[config.mk]
export PLATFORM = sky130hd
export DESIGN_NAME = aim_sweep_and_fire_sequencer_flat
export DESIGN_NICKNAME = d
export VERILOG_FILES = /design/src/rtl/asf_pkg.sv /design/src/rtl/asf_if.sv /design/src/rtl/asf_poly.sv /design/src/rtl/aim_sweep_and_fire_sequencer.sv /design/src/flat_wrapper.sv
export VERILOG_INCLUDE_DIRS = /design/src /design/src/rtl
export SDC_FILE = /design/constraint.sdc
export NUM_CORES = 2
export LEC_CHECK = 0
export ABC_AREA = 1
export CAP_MARGIN = 5
export CORE_MARGIN = 2
export CORE_UTILIZATION = 54
export CTS_BUF_LIST = sky130_fd_sc_hd__clkbuf_16
export CTS_CLUSTER_SIZE = 10
export DETAILED_ROUTE_END_ITERATION = 8
export DONT_BUFFER_PORTS = 1
export GPL_ROUTABILITY_DRIVEN = 1
export PLACE_DENSITY = 0.69
export SLEW_MARGIN = 20
export SYNTH_ARGS = -nofsm -noshare
export SYNTH_HDL_FRONTEND = slang
export SYNTH_SLANG_ARGS = --single-unit
[constraint.sdc]
create_clock -name clk_i -period 8.9 [get_ports clk_i]
set_input_delay 1.78 -clock clk_i [delete_from_list [all_inputs] [get_ports clk_i]]
set_output_delay 1.78 -clock clk_i [all_outputs]
set_load 0.1 [all_outputs]
[src/rtl/aim_sweep_and_fire_sequencer_macros.svh]
// ----------------------------------------------------------------------------
// aim sweep and fire sequencer assertion macros
// concurrent assertion wrappers, empty when ASSERT_OFF is defined
// ----------------------------------------------------------------------------
`ifndef AIM_SWEEP_AND_FIRE_SEQUENCER_MACROS_SVH
`define AIM_SWEEP_AND_FIRE_SEQUENCER_MACROS_SVH

`ifndef ASSERT_OFF
// same-cycle implication
`define ASF_ASSERT_IMP(lbl, clk, rst_n, ante, cons, msg) \
  lbl: assert property (@(posedge clk) disable iff (!rst_n) (ante) |-> (cons)) \
    else $error(msg);
// next-cycle implication
`define ASF_ASSERT_NXT(lbl, clk, rst_n, ante, cons, msg) \
  lbl: assert property (@(posedge clk) disable iff (!rst_n) (ante) |=> (cons)) \
    else $error(msg);
`else
`define ASF_ASSERT_IMP(lbl, clk, rst_n, ante, cons, msg)
`define ASF_ASSERT_NXT(lbl, clk, rst_n, ante, cons, msg)
`endif

`endif

[src/rtl/asf_pkg.sv]
`timescale 1ns / 1ps
// ----------------------------------------------------------------------------
// asf_pkg
// shared types, microcode rom, coefficients and angle table
// ----------------------------------------------------------------------------
package asf_pkg;

  localparam int unsigned ColW     = 10;
  localparam int unsigned CmpW     = 15;
  localparam int unsigned DistW    = 10;
  localparam int unsigned CfgIdxW  = 3;
  localparam int unsigned CfgDataW = 15;
  localparam int unsigned StepW    = 5;
  localparam int unsigned DW       = 28;  // distance in q24 meters
  localparam int unsigned MagW     = 39;  // horner magnitude, q15.24
  localparam int unsigned LoW      = 28;
  localparam int unsigned RW       = 44;
  localparam int unsigned SumW     = 46;
  localparam int unsigned ElevW    = 15;
  localparam int unsigned CoefW    = 32;
  localparam int unsigned CoefSelW = 3;
  localparam int unsigned TgtW     = 7;
  localparam int unsigned OfsW     = 9;

  typedef struct packed {
    logic [ColW-1:0] target_column;
    logic            hold_sweep;
  } asf_tick_t;

  typedef struct packed {
    logic [CmpW-1:0] pan_compare;
    logic [CmpW-1:0] tilt_compare;
    logic            charge_relay;
    logic            discharge_relay;
    logic            shoot_request;
  } asf_result_t;

  typedef enum logic [1:0] {
    MODE_IDLE   = 2'd0,
    MODE_MANUAL = 2'd1,
    MODE_SWEEP  = 2'd2
  } asf_mode_e;

  typedef enum logic [CfgIdxW-1:0] {
    REG_MODE_SELECT        = 3'd0,
    REG_RUN_ENABLE         = 3'd1,
    REG_TARGET_DISTANCE_CM = 3'd2,
    REG_MANUAL_PAN_DEGREES = 3'd3,
    REG_AIM_COLUMN         = 3'd4,
    REG_PAN_CENTER         = 3'd5,
    REG_TILT_CENTER        = 3'd6
  } asf_reg_e;

  typedef enum logic [2:0] {
    OP_NOP    = 3'd0,
    OP_DIST   = 3'd1,
    OP_MUL_LO = 3'd2,
    OP_MUL_HI = 3'd3,
    OP_ACC    = 3'd4,
    OP_UPDATE = 3'd5,
    OP_SERVO  = 3'd6
  } asf_op_e;

  typedef enum logic [1:0] {
    JMP_NONE    = 2'd0,
    JMP_NO_POLY = 2'd1,
    JMP_ALWAYS  = 2'd2
  } asf_jmp_e;

  typedef struct packed {
    asf_op_e              op;
    logic [CoefSelW-1:0]  coef_sel;
    asf_jmp_e             jmp;
    logic [StepW-1:0]     target;
  } asf_uword_t;

  localparam logic [StepW-1:0] STEP_FIRST  = 5'd0;
  localparam logic [StepW-1:0] STEP_UPDATE = 5'd16;
  localparam logic [StepW-1:0] STEP_SERVO  = 5'd17;

  // d = floor(dist * 2^22 / 25) = dist*167772 + floor(dist*4/25)
  localparam logic [DW-1:0] DIST_MUL_HI = 28'd167772;
  localparam logic [22:0]   DIST_MUL_LO = 23'd5244;  // 4 * 1311, then >> 15

  localparam logic [MagW-1:0]        H_INIT  = 39'd3028287;
  localparam logic [MagW-1:0]        Q_MAX   = 39'h7FFFFFFFFF;
  localparam logic signed [SumW-1:0] Q_MAX_S = 46'sd549755813887;

  localparam logic [CmpW-1:0] CMP_MAX = 15'h7FFF;

  // trunc(a * 1000 / 135) for a = 0 .. 39
  localparam logic [OfsW-1:0] OFS_TABLE [40] = '{
    9'd0,   9'd7,   9'd14,  9'd22,  9'd29,  9'd37,  9'd44,  9'd51,
    9'd59,  9'd66,  9'd74,  9'd81,  9'd88,  9'd96,  9'd103, 9'd111,
    9'd118, 9'd125, 9'd133, 9'd140, 9'd148, 9'd155, 9'd162, 9'd170,
    9'd177, 9'd185, 9'd192, 9'd200, 9'd207, 9'd214, 9'd222, 9'd229,
    9'd237, 9'd244, 9'd251, 9'd259, 9'd266, 9'd274, 9'd281, 9'd288
  };

  // horner coefficients in q24, sign folded in
  function automatic logic signed [CoefW-1:0] coef(input logic [CoefSelW-1:0] sel);
    logic signed [CoefW-1:0] c;
    case (sel)
      3'd0:    c = -32'sd35517366;
      3'd1:    c =  32'sd174650819;
      3'd2:    c = -32'sd445602857;
      3'd3:    c =  32'sd748599378;
      3'd4:    c = -32'sd470600909;
      default: c = '0;
    endcase
    return c;
  endfunction

  function automatic asf_uword_t uw(input asf_op_e op, input logic [CoefSelW-1:0] cs,
                                    input asf_jmp_e j, input logic [StepW-1:0] t);
    asf_uword_t w;
    w.op       = op;
    w.coef_sel = cs;
    w.jmp      = j;
    w.target   = t;
    return w;
  endfunction

  // control program: distance, five horner passes, state update, servo write
  function automatic asf_uword_t ucode(input logic [StepW-1:0] step);
    asf_uword_t w;
    case (step)
      5'd0:    w = uw(OP_DIST,   3'd0, JMP_NO_POLY, STEP_UPDATE);
      5'd1:    w = uw(OP_MUL_LO, 3'd0, JMP_NONE,    STEP_FIRST);
      5'd2:    w = uw(OP_MUL_HI, 3'd0, JMP_NONE,    STEP_FIRST);
      5'd3:    w = uw(OP_ACC,    3'd0, JMP_NONE,    STEP_FIRST);
      5'd4:    w = uw(OP_MUL_LO, 3'd0, JMP_NONE,    STEP_FIRST);
      5'd5:    w = uw(OP_MUL_HI, 3'd0, JMP_NONE,    STEP_FIRST);
      5'd6:    w = uw(OP_ACC,    3'd1, JMP_NONE,    STEP_FIRST);
      5'd7:    w = uw(OP_MUL_LO, 3'd0, JMP_NONE,    STEP_FIRST);
      5'd8:    w = uw(OP_MUL_HI, 3'd0, JMP_NONE,    STEP_FIRST);
      5'd9:    w = uw(OP_ACC,    3'd2, JMP_NONE,    STEP_FIRST);
      5'd10:   w = uw(OP_MUL_LO, 3'd0, JMP_NONE,    STEP_FIRST);
      5'd11:   w = uw(OP_MUL_HI, 3'd0, JMP_NONE,    STEP_FIRST);
      5'd12:   w = uw(OP_ACC,    3'd3, JMP_NONE,    STEP_FIRST);
      5'd13:   w = uw(OP_MUL_LO, 3'd0, JMP_NONE,    STEP_FIRST);
      5'd14:   w = uw(OP_MUL_HI, 3'd0, JMP_NONE,    STEP_FIRST);
      5'd15:   w = uw(OP_ACC,    3'd4, JMP_NONE,    STEP_FIRST);
      5'd16:   w = uw(OP_UPDATE, 3'd0, JMP_NONE,    STEP_FIRST);
      5'd17:   w = uw(OP_SERVO,  3'd0, JMP_NONE,    STEP_FIRST);
      default: w = uw(OP_NOP,    3'd0, JMP_ALWAYS,  STEP_SERVO);
    endcase
    return w;
  endfunction

  // center + trunc(angle*1000/135), saturated to the compare range
  function automatic logic [CmpW-1:0] to_compare(input logic [CmpW-1:0] center,
                                                 input logic signed [TgtW-1:0] ang);
    logic signed [TgtW-1:0] mag;
    logic [OfsW-1:0]        ofs;
    logic signed [CmpW+1:0] v;
    mag = (ang < 0) ? -ang : ang;
    ofs = OFS_TABLE[mag[5:0]];
    if (ang < 0) begin
      v = $signed({2'b00, center}) - $signed({8'd0, ofs});
    end else begin
      v = $signed({2'b00, center}) + $signed({8'd0, ofs});
    end
    if (v < 0) begin
      return '0;
    end else if (v > $signed({2'b00, CMP_MAX})) begin
      return CMP_MAX;
    end
    return v[CmpW-1:0];
  endfunction

endpackage

[src/rtl/asf_if.sv]
`timescale 1ns / 1ps
// ----------------------------------------------------------------------------
// asf channel interfaces
// valid/ready channels for control ticks and servo/relay results
// ----------------------------------------------------------------------------
interface asf_tick_if;
  logic                valid;
  logic                ready;
  asf_pkg::asf_tick_t  data;
  modport source (output valid, output data, input ready);
  modport sink   (input valid, input data, output ready);
endinterface

interface asf_result_if;
  logic                 valid;
  logic                 ready;
  asf_pkg::asf_result_t data;
  modport source (output valid, output data, input ready);
  modport sink   (input valid, input data, output ready);
endinterface

[src/rtl/asf_poly.sv]
`timescale 1ns / 1ps
// ----------------------------------------------------------------------------
// asf_poly
// horner datapath for the elevation polynomial, driven by the control word
// ----------------------------------------------------------------------------
module asf_poly (
  input  logic                         clk_i,
  input  asf_pkg::asf_uword_t          uword_i,
  input  logic [asf_pkg::DistW-1:0]    dist_i,
  output logic [asf_pkg::ElevW-1:0]    elev_mag_o,
  output logic                         elev_neg_o
);

  logic [asf_pkg::DW-1:0]   d_q, d_d;
  logic [asf_pkg::MagW-1:0] m_q, m_d;
  logic                     neg_q, neg_d;
  logic [asf_pkg::LoW-1:0]  lo_q, lo_d;
  logic [asf_pkg::RW-1:0]   r_q, r_d;

  logic [asf_pkg::DW-1:0]       dist_hi;
  logic [22:0]                  dist_lo;
  logic [51:0]                  lo_prod;
  logic [asf_pkg::RW-1:0]       hi_prod;
  logic signed [asf_pkg::CoefW-1:0] c;
  logic signed [asf_pkg::SumW-1:0]  c_s, r_s, pos_sum, neg_sum;

  assign dist_hi = asf_pkg::DW'(dist_i) * asf_pkg::DIST_MUL_HI;
  assign dist_lo = 23'(dist_i) * asf_pkg::DIST_MUL_LO;

  // |h| split at the binary point: low 24 bits and high 15 bits
  assign lo_prod = 52'(m_q[23:0]) * 52'(d_q);
  assign hi_prod = asf_pkg::RW'(m_q[asf_pkg::MagW-1:24]) * asf_pkg::RW'(d_q);

  assign c       = asf_pkg::coef(uword_i.coef_sel);
  assign c_s     = {{(asf_pkg::SumW-asf_pkg::CoefW){c[asf_pkg::CoefW-1]}}, c};
  assign r_s     = $signed({2'b00, r_q});
  // signed sum and its negation side by side, for sign-magnitude storage
  assign pos_sum = neg_q ? (c_s - r_s) : (c_s + r_s);
  assign neg_sum = neg_q ? (r_s - c_s) : (-c_s - r_s);

  always_comb begin
    d_d   = d_q;
    m_d   = m_q;
    neg_d = neg_q;
    lo_d  = lo_q;
    r_d   = r_q;
    case (uword_i.op)
      asf_pkg::OP_DIST: begin
        d_d   = dist_hi + asf_pkg::DW'(dist_lo[22:15]);
        m_d   = asf_pkg::H_INIT;
        neg_d = 1'b0;
      end
      asf_pkg::OP_MUL_LO: begin
        lo_d = lo_prod[51:24];
      end
      asf_pkg::OP_MUL_HI: begin
        r_d = hi_prod + asf_pkg::RW'(lo_q);
      end
      asf_pkg::OP_ACC: begin
        if (pos_sum > asf_pkg::Q_MAX_S) begin
          m_d   = asf_pkg::Q_MAX;
          neg_d = 1'b0;
        end else if (pos_sum < -asf_pkg::Q_MAX_S) begin
          m_d   = asf_pkg::Q_MAX;
          neg_d = 1'b1;
        end else if (pos_sum < 0) begin
          m_d   = neg_sum[asf_pkg::MagW-1:0];
          neg_d = 1'b1;
        end else begin
          m_d   = pos_sum[asf_pkg::MagW-1:0];
          neg_d = 1'b0;
        end
      end
      default: ;
    endcase
  end

  always_ff @(posedge clk_i) begin
    d_q   <= d_d;
    m_q   <= m_d;
    neg_q <= neg_d;
    lo_q  <= lo_d;
    r_q   <= r_d;
  end

  // truncation toward zero to whole degrees
  assign elev_mag_o = m_q[asf_pkg::MagW-1:24];
  assign elev_neg_o = neg_q;

endmodule

[src/rtl/aim_sweep_and_fire_sequencer.sv]
`timescale 1ns / 1ps
// ----------------------------------------------------------------------------
// aim_sweep_and_fire_sequencer
// per-tick servo compare and relay sequencer with polynomial elevation aim
// ----------------------------------------------------------------------------
// One tick item in gives one result item out. A small microcode program
// steps a plain datapath: distance scaling, five horner passes of the
// elevation polynomial (three steps each: low partial product, high partial
// product, coefficient add with saturation), a state update step and a servo
// write step. In manual aim with run enabled and a nonzero distance an item
// runs every step; every other case jumps from the distance step over the
// polynomial to the update step. The polynomial loop, with its 24x28 and
// 15x28 multiplies, makes the first case the longer one. The input side is
// free again as soon as the result sits in the output register, so a result
// that is not taken yet only stalls the servo write step of the following
// item. Configuration writes are taken at any edge with cfg_we_i high.

`include "aim_sweep_and_fire_sequencer_macros.svh"

module aim_sweep_and_fire_sequencer (
  input  logic                          clk_i,
  input  logic                          rst_ni,
  input  logic                          cfg_we_i,
  input  logic [asf_pkg::CfgIdxW-1:0]   cfg_idx_i,
  input  logic [asf_pkg::CfgDataW-1:0]  cfg_data_i,
  asf_tick_if.sink                      tick_i,
  asf_result_if.source                  result_o
);

  // relay sequence phases
  localparam logic [2:0] PH_DISCHARGE = 3'd1;
  localparam logic [2:0] PH_CHARGE    = 3'd2;
  localparam logic [2:0] PH_SETTLE    = 3'd3;
  localparam logic [2:0] PH_ARMED     = 3'd4;
  localparam logic [2:0] PH_DONE      = 3'd5;

  localparam logic [7:0] DIS_TICKS    = 8'd20;
  localparam logic [7:0] CHG_TICKS    = 8'd150;
  localparam logic [7:0] SETTLE_TICKS = 8'd100;
  localparam logic [7:0] FIRE_TICKS   = 8'd100;
  localparam logic [7:0] SWEEP_PERIOD = 8'd6;

  localparam logic signed [8:0]  SWEEP_LIMIT = 9'sd30;
  localparam logic signed [8:0]  SWEEP_STEP  = 9'sd2;
  localparam logic signed [8:0]  ANGLE_LIMIT = 9'sd40;
  localparam logic signed [10:0] WINDOW      = 11'sd55;
  localparam logic [asf_pkg::ElevW-1:0] TILT_FIXED = 15'd20;
  localparam logic [asf_pkg::ElevW-1:0] ELEV_LIMIT = 15'd40;

  // configuration registers
  logic [1:0]                  mode_q;
  logic                        run_q;
  logic [asf_pkg::DistW-1:0]   dist_q;
  logic signed [7:0]           man_pan_q;
  logic [asf_pkg::ColW-1:0]    aim_q;
  logic [asf_pkg::CmpW-1:0]    pan_ctr_q;
  logic [asf_pkg::CmpW-1:0]    tilt_ctr_q;

  // sequencer
  logic                        busy_q, busy_d;
  logic [asf_pkg::StepW-1:0]   step_q, step_d;
  asf_pkg::asf_uword_t         uw, uw_eff;
  logic                        tick_accept, out_free, servo_fire, do_update, poly_needed;

  // latched tick
  logic [asf_pkg::ColW-1:0]    col_q;
  logic                        hold_q;

  // block state
  logic [asf_pkg::CmpW-1:0]    pan_value_q, pan_value_d;
  logic [asf_pkg::CmpW-1:0]    tilt_value_q, tilt_value_d;
  logic signed [8:0]           sweep_angle_q, sweep_angle_d;
  logic [7:0]                  sweep_tick_q, sweep_tick_d;
  logic                        sweep_rising_q, sweep_rising_d;
  logic [2:0]                  fire_phase_q, fire_phase_d;
  logic [7:0]                  phase_ticks_q, phase_ticks_d;
  logic                        firing_q, firing_d;
  logic                        charge_on_q, charge_on_d;
  logic                        discharge_on_q, discharge_on_d;
  logic                        shoot_q, shoot_d;

  // servo requests handed from the update step to the servo step
  logic signed [asf_pkg::TgtW-1:0] pan_tgt_q, pan_tgt_d;
  logic signed [asf_pkg::TgtW-1:0] tilt_tgt_q, tilt_tgt_d;
  logic                            pan_go_q, pan_go_d;
  logic                            tilt_go_q, tilt_go_d;

  // update step scratch
  logic signed [8:0]               pan_ang;
  logic                            pan_en;
  logic [asf_pkg::ElevW-1:0]       tilt_mag;
  logic                            tilt_neg;
  logic                            tilt_en;
  logic signed [asf_pkg::TgtW-1:0] tilt_small;
  logic signed [10:0]              col_diff;

  logic [asf_pkg::ElevW-1:0]       elev_mag;
  logic                            elev_neg;

  // output register
  logic                            out_valid_q;
  asf_pkg::asf_result_t            out_q, out_d;

  // ---------------------------------------------------------------- config
  always_ff @(posedge clk_i or negedge rst_ni) begin
    if (!rst_ni) begin
      mode_q     <= asf_pkg::MODE_IDLE;
      run_q      <= 1'b0;
      dist_q     <= '0;
      man_pan_q  <= '0;
      aim_q      <= 10'd183;
      pan_ctr_q  <= 15'd1680;
      tilt_ctr_q <= 15'd1300;
    end else if (cfg_we_i) begin
      case (cfg_idx_i)
        asf_pkg::REG_MODE_SELECT:        mode_q     <= cfg_data_i[1:0];
        asf_pkg::REG_RUN_ENABLE:         run_q      <= cfg_data_i[0];
        asf_pkg::REG_TARGET_DISTANCE_CM: dist_q     <= cfg_data_i[asf_pkg::DistW-1:0];
        asf_pkg::REG_MANUAL_PAN_DEGREES: man_pan_q  <= $signed(cfg_data_i[7:0]);
        asf_pkg::REG_AIM_COLUMN:         aim_q      <= cfg_data_i[asf_pkg::ColW-1:0];
        asf_pkg::REG_PAN_CENTER:         pan_ctr_q  <= cfg_data_i;
        asf_pkg::REG_TILT_CENTER:        tilt_ctr_q <= cfg_data_i;
        default: ;
      endcase
    end
  end

  // ------------------------------------------------------------- sequencer
  assign uw          = asf_pkg::ucode(step_q);
  assign tick_i.ready = !busy_q;
  assign tick_accept = tick_i.valid && !busy_q;
  assign out_free    = !out_valid_q || result_o.ready;
  assign servo_fire  = busy_q && (uw.op == asf_pkg::OP_SERVO) && out_free;
  assign do_update   = busy_q && (uw.op == asf_pkg::OP_UPDATE);
  assign poly_needed = (mode_q == asf_pkg::MODE_MANUAL) && run_q && (dist_q != '0);

  // datapath sees a no-op while idle
  always_comb begin
    uw_eff = uw;
    if (!busy_q) begin
      uw_eff.op = asf_pkg::OP_NOP;
    end
  end

  always_comb begin
    busy_d = busy_q;
    step_d = step_q;
    if (tick_accept) begin
      busy_d = 1'b1;
      step_d = asf_pkg::STEP_FIRST;
    end else if (busy_q) begin
      if (uw.op == asf_pkg::OP_SERVO) begin
        // wait here until the output register can take the result
        if (out_free) begin
          busy_d = 1'b0;
          step_d = asf_pkg::STEP_FIRST;
        end
      end else if ((uw.jmp == asf_pkg::JMP_ALWAYS) ||
                   ((uw.jmp == asf_pkg::JMP_NO_POLY) && !poly_needed)) begin
        step_d = uw.target;
      end else begin
        step_d = step_q + 1'b1;
      end
    end
  end

  always_ff @(posedge clk_i or negedge rst_ni) begin
    if (!rst_ni) begin
      busy_q <= 1'b0;
      step_q <= asf_pkg::STEP_FIRST;
    end else begin
      busy_q <= busy_d;
      step_q <= step_d;
    end
  end

  always_ff @(posedge clk_i) begin
    if (tick_accept) begin
      col_q  <= tick_i.data.target_column;
      hold_q <= tick_i.data.hold_sweep;
    end
  end

  // ------------------------------------------------------- elevation unit
  asf_poly u_poly (
    .clk_i      (clk_i),
    .uword_i    (uw_eff),
    .dist_i     (dist_q),
    .elev_mag_o (elev_mag),
    .elev_neg_o (elev_neg)
  );

  // ----------------------------------------------------------- update step
  assign col_diff = $signed({1'b0, col_q}) - $signed({1'b0, aim_q});

  always_comb begin
    sweep_angle_d  = sweep_angle_q;
    sweep_tick_d   = sweep_tick_q;
    sweep_rising_d = sweep_rising_q;
    fire_phase_d   = fire_phase_q;
    phase_ticks_d  = phase_ticks_q;
    firing_d       = firing_q;
    charge_on_d    = charge_on_q;
    discharge_on_d = discharge_on_q;
    shoot_d        = shoot_q;
    pan_ang        = '0;
    pan_en         = 1'b1;
    tilt_mag       = '0;
    tilt_neg       = 1'b0;
    tilt_en        = 1'b1;

    case (mode_q)
      asf_pkg::MODE_MANUAL: begin
        if (run_q) begin
          // zero distance means zero elevation, polynomial was skipped
          if (dist_q != '0) begin
            tilt_mag = elev_mag;
            tilt_neg = elev_neg;
          end
          sweep_angle_d = 9'(man_pan_q);
          pan_ang       = 9'(man_pan_q);
          shoot_d       = 1'b1;
        end else begin
          sweep_angle_d = '0;
        end
      end
      asf_pkg::MODE_SWEEP: begin
        if (run_q) begin
          tilt_mag = TILT_FIXED;
          case (fire_phase_q)
            PH_DISCHARGE: begin
              discharge_on_d = 1'b1;
              phase_ticks_d  = phase_ticks_q + 8'd1;
              if (phase_ticks_d == DIS_TICKS) begin
                phase_ticks_d = '0;
                fire_phase_d  = PH_CHARGE;
              end
            end
            PH_CHARGE: begin
              discharge_on_d = 1'b0;
              charge_on_d    = 1'b1;
              phase_ticks_d  = phase_ticks_q + 8'd1;
              if (phase_ticks_d == CHG_TICKS) begin
                phase_ticks_d = '0;
                fire_phase_d  = PH_SETTLE;
              end
            end
            PH_SETTLE: begin
              charge_on_d   = 1'b0;
              phase_ticks_d = phase_ticks_q + 8'd1;
              if (phase_ticks_d == SETTLE_TICKS) begin
                phase_ticks_d = '0;
                fire_phase_d  = PH_ARMED;
              end
            end
            PH_DONE: begin
              discharge_on_d = 1'b0;
              firing_d       = 1'b0;
            end
            default: ;
          endcase

          if (hold_q) begin
            // sweep, window check and fire count frozen, pan untouched
            pan_en = 1'b0;
          end else begin
            sweep_tick_d = sweep_tick_q + 8'd1;
            if (sweep_rising_q) begin
              if (sweep_tick_d == SWEEP_PERIOD) begin
                sweep_angle_d = sweep_angle_q + SWEEP_STEP;
                sweep_tick_d  = '0;
              end
              if (sweep_angle_d >= SWEEP_LIMIT) begin
                sweep_rising_d = 1'b0;
              end
            end else begin
              if (sweep_tick_d == SWEEP_PERIOD) begin
                sweep_angle_d = sweep_angle_q - SWEEP_STEP;
                sweep_tick_d  = '0;
              end
              if (sweep_angle_d <= -SWEEP_LIMIT) begin
                sweep_rising_d = 1'b1;
              end
            end
            // target inside the window while armed
            if ((col_diff < WINDOW) && (col_diff > -WINDOW) && (fire_phase_d == PH_ARMED)) begin
              discharge_on_d = 1'b1;
              firing_d       = 1'b1;
            end
            if (firing_d) begin
              phase_ticks_d = phase_ticks_d + 8'd1;
              if (phase_ticks_d == FIRE_TICKS) begin
                phase_ticks_d = '0;
                fire_phase_d  = PH_DONE;
              end
            end
            pan_ang = sweep_angle_d;
          end
        end else begin
          // parked: level tilt, pan at the left end of the sweep
          sweep_angle_d = -SWEEP_LIMIT;
          pan_ang       = -SWEEP_LIMIT;
        end
      end
      default: begin
        // idle and the unused selector: both centered
        sweep_angle_d = '0;
      end
    endcase
  end

  // angles of forty degrees or more leave the compare alone
  assign tilt_small = {1'b0, tilt_mag[5:0]};
  assign pan_go_d   = pan_en && (pan_ang < ANGLE_LIMIT) && (pan_ang > -ANGLE_LIMIT);
  assign pan_tgt_d  = pan_ang[asf_pkg::TgtW-1:0];
  assign tilt_go_d  = tilt_en && (tilt_mag < ELEV_LIMIT);
  assign tilt_tgt_d = tilt_neg ? -tilt_small : tilt_small;

  always_ff @(posedge clk_i or negedge rst_ni) begin
    if (!rst_ni) begin
      sweep_angle_q  <= '0;
      sweep_tick_q   <= '0;
      sweep_rising_q <= 1'b0;
      fire_phase_q   <= PH_DISCHARGE;
      phase_ticks_q  <= '0;
      firing_q       <= 1'b0;
      charge_on_q    <= 1'b0;
      discharge_on_q <= 1'b0;
      shoot_q        <= 1'b0;
      pan_go_q       <= 1'b0;
      tilt_go_q      <= 1'b0;
    end else if (do_update) begin
      sweep_angle_q  <= sweep_angle_d;
      sweep_tick_q   <= sweep_tick_d;
      sweep_rising_q <= sweep_rising_d;
      fire_phase_q   <= fire_phase_d;
      phase_ticks_q  <= phase_ticks_d;
      firing_q       <= firing_d;
      charge_on_q    <= charge_on_d;
      discharge_on_q <= discharge_on_d;
      shoot_q        <= shoot_d;
      pan_go_q       <= pan_go_d;
      tilt_go_q      <= tilt_go_d;
    end
  end

  always_ff @(posedge clk_i) begin
    if (do_update) begin
      pan_tgt_q  <= pan_tgt_d;
      tilt_tgt_q <= tilt_tgt_d;
    end
  end

  // ------------------------------------------------------------ servo step
  assign pan_value_d  = pan_go_q ? asf_pkg::to_compare(pan_ctr_q, pan_tgt_q) : pan_value_q;
  assign tilt_value_d = tilt_go_q ? asf_pkg::to_compare(tilt_ctr_q, tilt_tgt_q) : tilt_value_q;

  always_comb begin
    out_d.pan_compare     = pan_value_d;
    out_d.tilt_compare    = tilt_value_d;
    out_d.charge_relay    = charge_on_q;
    out_d.discharge_relay = discharge_on_q;
    out_d.shoot_request   = shoot_q;
  end

  always_ff @(posedge clk_i or negedge rst_ni) begin
    if (!rst_ni) begin
      pan_value_q  <= 15'd1680;
      tilt_value_q <= 15'd1300;
      out_valid_q  <= 1'b0;
    end else begin
      if (servo_fire) begin
        pan_value_q  <= pan_value_d;
        tilt_value_q <= tilt_value_d;
        out_valid_q  <= 1'b1;
      end else if (result_o.ready) begin
        out_valid_q  <= 1'b0;
      end
    end
  end

  always_ff @(posedge clk_i) begin
    if (servo_fire) begin
      out_q <= out_d;
    end
  end

  assign result_o.valid = out_valid_q;
  assign result_o.data  = out_q;

  // ------------------------------------------------------------ assertions
  `ASF_ASSERT_NXT(a_accept_starts_program, clk_i, rst_ni, tick_accept, busy_q && (step_q == asf_pkg::STEP_FIRST), "accepted item did not start the program at its first step")
  `ASF_ASSERT_IMP(a_step_in_program, clk_i, rst_ni, busy_q, step_q <= asf_pkg::STEP_SERVO, "step counter ran past the servo step")
  `ASF_ASSERT_IMP(a_result_from_servo, clk_i, rst_ni, $rose(out_valid_q), $past(servo_fire), "result appeared without a servo step")
  `ASF_ASSERT_IMP(a_relays_exclusive, clk_i, rst_ni, charge_on_q, !discharge_on_q, "charge and discharge relays on together")

endmodule

[src/flat_wrapper.sv]
// flat-port wrapper written by rule: the top's interface ports become plain ports
module aim_sweep_and_fire_sequencer_flat 
  (clk_i, rst_ni, cfg_we_i, cfg_idx_i, cfg_data_i, tick_i_valid, tick_i_data, tick_i_ready, result_o_valid, result_o_data, result_o_ready);
  asf_tick_if tick_i_i ();
  asf_result_if result_o_i ();
  input  logic clk_i;
  input  logic rst_ni;
  input  logic cfg_we_i;
  input  logic [asf_pkg::CfgIdxW-1:0] cfg_idx_i;
  input  logic [asf_pkg::CfgDataW-1:0] cfg_data_i;
  input wire logic [$bits(tick_i_i.valid)-1:0] tick_i_valid;
  input wire logic [$bits(tick_i_i.data)-1:0] tick_i_data;
  output wire logic [$bits(tick_i_i.ready)-1:0] tick_i_ready;
  output wire logic [$bits(result_o_i.valid)-1:0] result_o_valid;
  output wire logic [$bits(result_o_i.data)-1:0] result_o_data;
  input wire logic [$bits(result_o_i.ready)-1:0] result_o_ready;
  assign tick_i_i.valid = tick_i_valid;
  assign tick_i_i.data = tick_i_data;
  assign tick_i_ready = tick_i_i.ready;
  assign result_o_valid = result_o_i.valid;
  assign result_o_data = result_o_i.data;
  assign result_o_i.ready = result_o_ready;
  aim_sweep_and_fire_sequencer u_core (.clk_i(clk_i), .rst_ni(rst_ni), .cfg_we_i(cfg_we_i), .cfg_idx_i(cfg_idx_i), .cfg_data_i(cfg_data_i), .tick_i(tick_i_i), .result_o(result_o_i));
endmodule
==> run summary <==
worst skew pair latency = 0.67 ns
crit-path max FO = 7
count of cell types in the netlist = 70
Yosys reg bits = 331
Routed Antenna Nets = 0
CORE AREA = 129,000 um2
Simple-Gate Fraction of Synth Area = 19.1%
Min-Delay Path Class = register to register
Fmax achieved = 0.128 GHz
Initial Util = 54.2%
total die area = 132,000 um2
hold-fix buffers at CTS = 0
Compound-Gate Fraction of Synth Area = 9.06%
die width = 364 um
post-synthesis adder-cell area fraction = 40.8%
Initial DRC Count = 5,625
die height = 364 um
clock sink total = 331
CTS tree = built
Longest Clk Path Bufs = 3
Placer Congestion = 1.05
RR Startpoint = u_core.dist_q[2]
detailed-route via count = 59,900
Post-CTS Setup Bufs = 0
reg2reg setup slack = 1.07 ns
relative max-transition margin = 17.6%
vias per cell = 5.46
Worst-Margin Slew = 1.24 ns
share of layout cells above drive strength 1 = 3.70%
CP Data Arrival Time = 8.21 ns
XOR/XNOR Fraction of Synth Area = 3.12%
1st-pass router iterations = 9
fin nets = 10,900
Min Hold Slack = 0.483 ns
Syn Inst Count = 9,335
final instance area = 73,100 um2
io pins = 69
Worst Min Path Start = u_core.man_pan_q[5]
Max Cap Violations = 0
R2R depth = 36
Post-Route Skew = 0.0660 ns
Worst-path clk slew = 0.06 ns
final WL = 215,000 um
hold path depth = 2
Final Critical Period = 7.83 ns
GRT Util Overall = 33.1%
slowest CP cell = nor3_1
remaining global-route overflow = 0
htree depth = 2
# DRC = 0
first-pass GRT wire length = 339,000 um
Area after DPL = 71,700 um2
Syn Nets = 11,000
setup repair after global routing missed its margin = false
status = finished, final reports clean
Core Rows = 132
Multi-input gate area = 50,400 um2
area grow syn2layout = 4.62%
post-layout util = 56.7%
largest family of logic cells by synthesized area = adder cells
kind of critical path = register to register
Synth Cell Area = 69,900 um2
Synth Area per Inst = 7.49 um2
placed wire-length estimate = 179,000 um
EDFF count, synth = 198
fillers = 12,200
CP most frequent cell = inv_1
Final setup viols = 0
post-synthesis mux area share = 0%
CP endpoint kind = register
Critical R2R Capture = u_core.u_poly.d_q[22]
IO Port Bufs = 0
Synth async-reset ratio = 40.2%
number of global-route vias before repair = 59,700
predominant post-synthesis flop cell = edfxtp_1
Critical Path Start = u_core.dist_q[2]
max-slew violations = 0
WL per Instance = 19.6 um
Setup TNS Final = 0 ns
Worst Path Required = 9.28 ns
final hold violation count = 0
largest net degree at the start of global routing = 134
CTS Buf Count = 44
register area share after synthesis = 13.3%
Tcrit/Tclk final = 88.0%
Post-CTS Resized = 0
FF+latch area = 9300 um2
most common cell after layout, fill and taps aside = inv_1
WHS Endpoint = u_core.man_pan_q[5]
clk root buf = clkbuf_16
initial antenna violation count = 4
crit path launch type = register
Synth warnings = 0
most frequent cells in the layout = inv_1 (2,375), nand2_1 (2,172), fa_1 (1,005), ha_1 (672), nor2_1 (551)
Crit path largest cell delay = 0.59 ns
-- metrics by stage --
stage	cells	worst slack [ns]
final	11000	1.07
after global routing	11000	0.424
after CTS	11000	1.11
after detailed placement	10900	1.19
after global placement	10900	1.29
after floorplan	9335	2.03
-- worst max path at each step --
stage	to	cells past startpoint
4_1_cts	u_core.u_poly.r_q[36]	26
3_3_place_gp	u_core.u_poly.r_q[36]	26
2_1_floorplan	u_core.u_poly.d_q[22]	30
6_report	u_core.u_poly.d_q[22]	36
3_5_place_dp	u_core.u_poly.d_q[27]	37
5_1_grt	u_core.u_poly.d_q[27]	37
-- critical path, delay by kind of cell, from the launching register on --
| kind | cells | cell delay [ns] |
|---|---|---|
| adder cells (fa/ha/maj) | 7 | 2.61 |
| AND/OR/NAND/NOR | 11 | 1.87 |
| AO/OA/AOI/OAI | 10 | 1.83 |
| buffers and inverters | 6 | 0.58 |
| flip-flops | 1 | 0.51 |
| XOR/XNOR | 2 | 0.17 |
-- registers in the layout, summed over array words and instances, names as in the netlist, 15 cells and up --
name,flops
u_core.u_poly.r_q,44
u_core.u_poly.m_q,39
u_core.result_o.data,33
u_core.u_poly.d_q,28
u_core.u_poly.lo_q,28
u_core.pan_ctr_q,15
u_core.pan_value_q,15
u_core.tilt_ctr_q,15
u_core.tilt_value_q,15
-- synthesized netlist by cell type (8+ instances only) --
cell      number  area share, %
inv_1       2357             13
nand2_1     2172             12
fa_1        1005             29
ha_1         672             12
nor2_1       553            3.0
a21oi_1      467            3.3
o21ai_0      398            2.8
nand3_1      232            1.7
clkbuf_1     217            1.2
edfxtp_1     198            8.5
xor2_1       194            2.4
dfrtp_1      110            3.9
nand4_1       82           0.73
buf_1         68           0.37
nor3_1        61           0.44
a31oi_1       55           0.49
xnor2_1       55           0.69
nand2_2       43           0.38
o21a_1        25           0.27
dfstp_2       23           0.86
or2_2         23           0.21
o21ai_1       21           0.15
o21bai_1      21           0.23
o31ai_1       21           0.23
a22oi_1       19           0.20
o211ai_1      19           0.20
a21o_1        16           0.17
nand3_2       16           0.23
inv_2         14          0.075
nor4_1        14           0.13
o221ai_1      14           0.18
o22ai_1       14           0.13
nor2_2        13           0.12
a211oi_1      11           0.12
buf_4          9          0.097
nand3b_1       9          0.097
o21ai_2        9           0.11
a21boi_0       8          0.086
-- logic make-up after synthesis --
logic type                 count (synthesis)
buffers and inverters                   2686
and+or+nand+nor                         3250
DFF                                      331
AOI/OAI and AO/OA                       1142
xor gates and xnor gates                 249
adders and majority gates               1677
-- routing by layer --
layer | GRT usage [%] | up-vias | wire [um]
li1 | - | 27800 | -
met1 | 45.6 | 29200 | 89900
met2 | 52.2 | 2461 | 97200
met3 | 5.95 | 388 | 19300
met4 | 12.3 | 4 | 9020
met5 | 0 | - | 29
-- area by class of cell --
class                      count  area share (%)
antenna                        4          0.0137
clock buffer                  44            1.51
sequential                   331            12.7
timing repair buffer         107            1.15
inverter                    2379            12.2
tap                         1742            2.98
multi-input combinational   6318            69.0
clock inverter                36           0.421
Power is not shown: default switching activity piles up to over one toggle a cycle in this logic, so the estimate is an artifact.
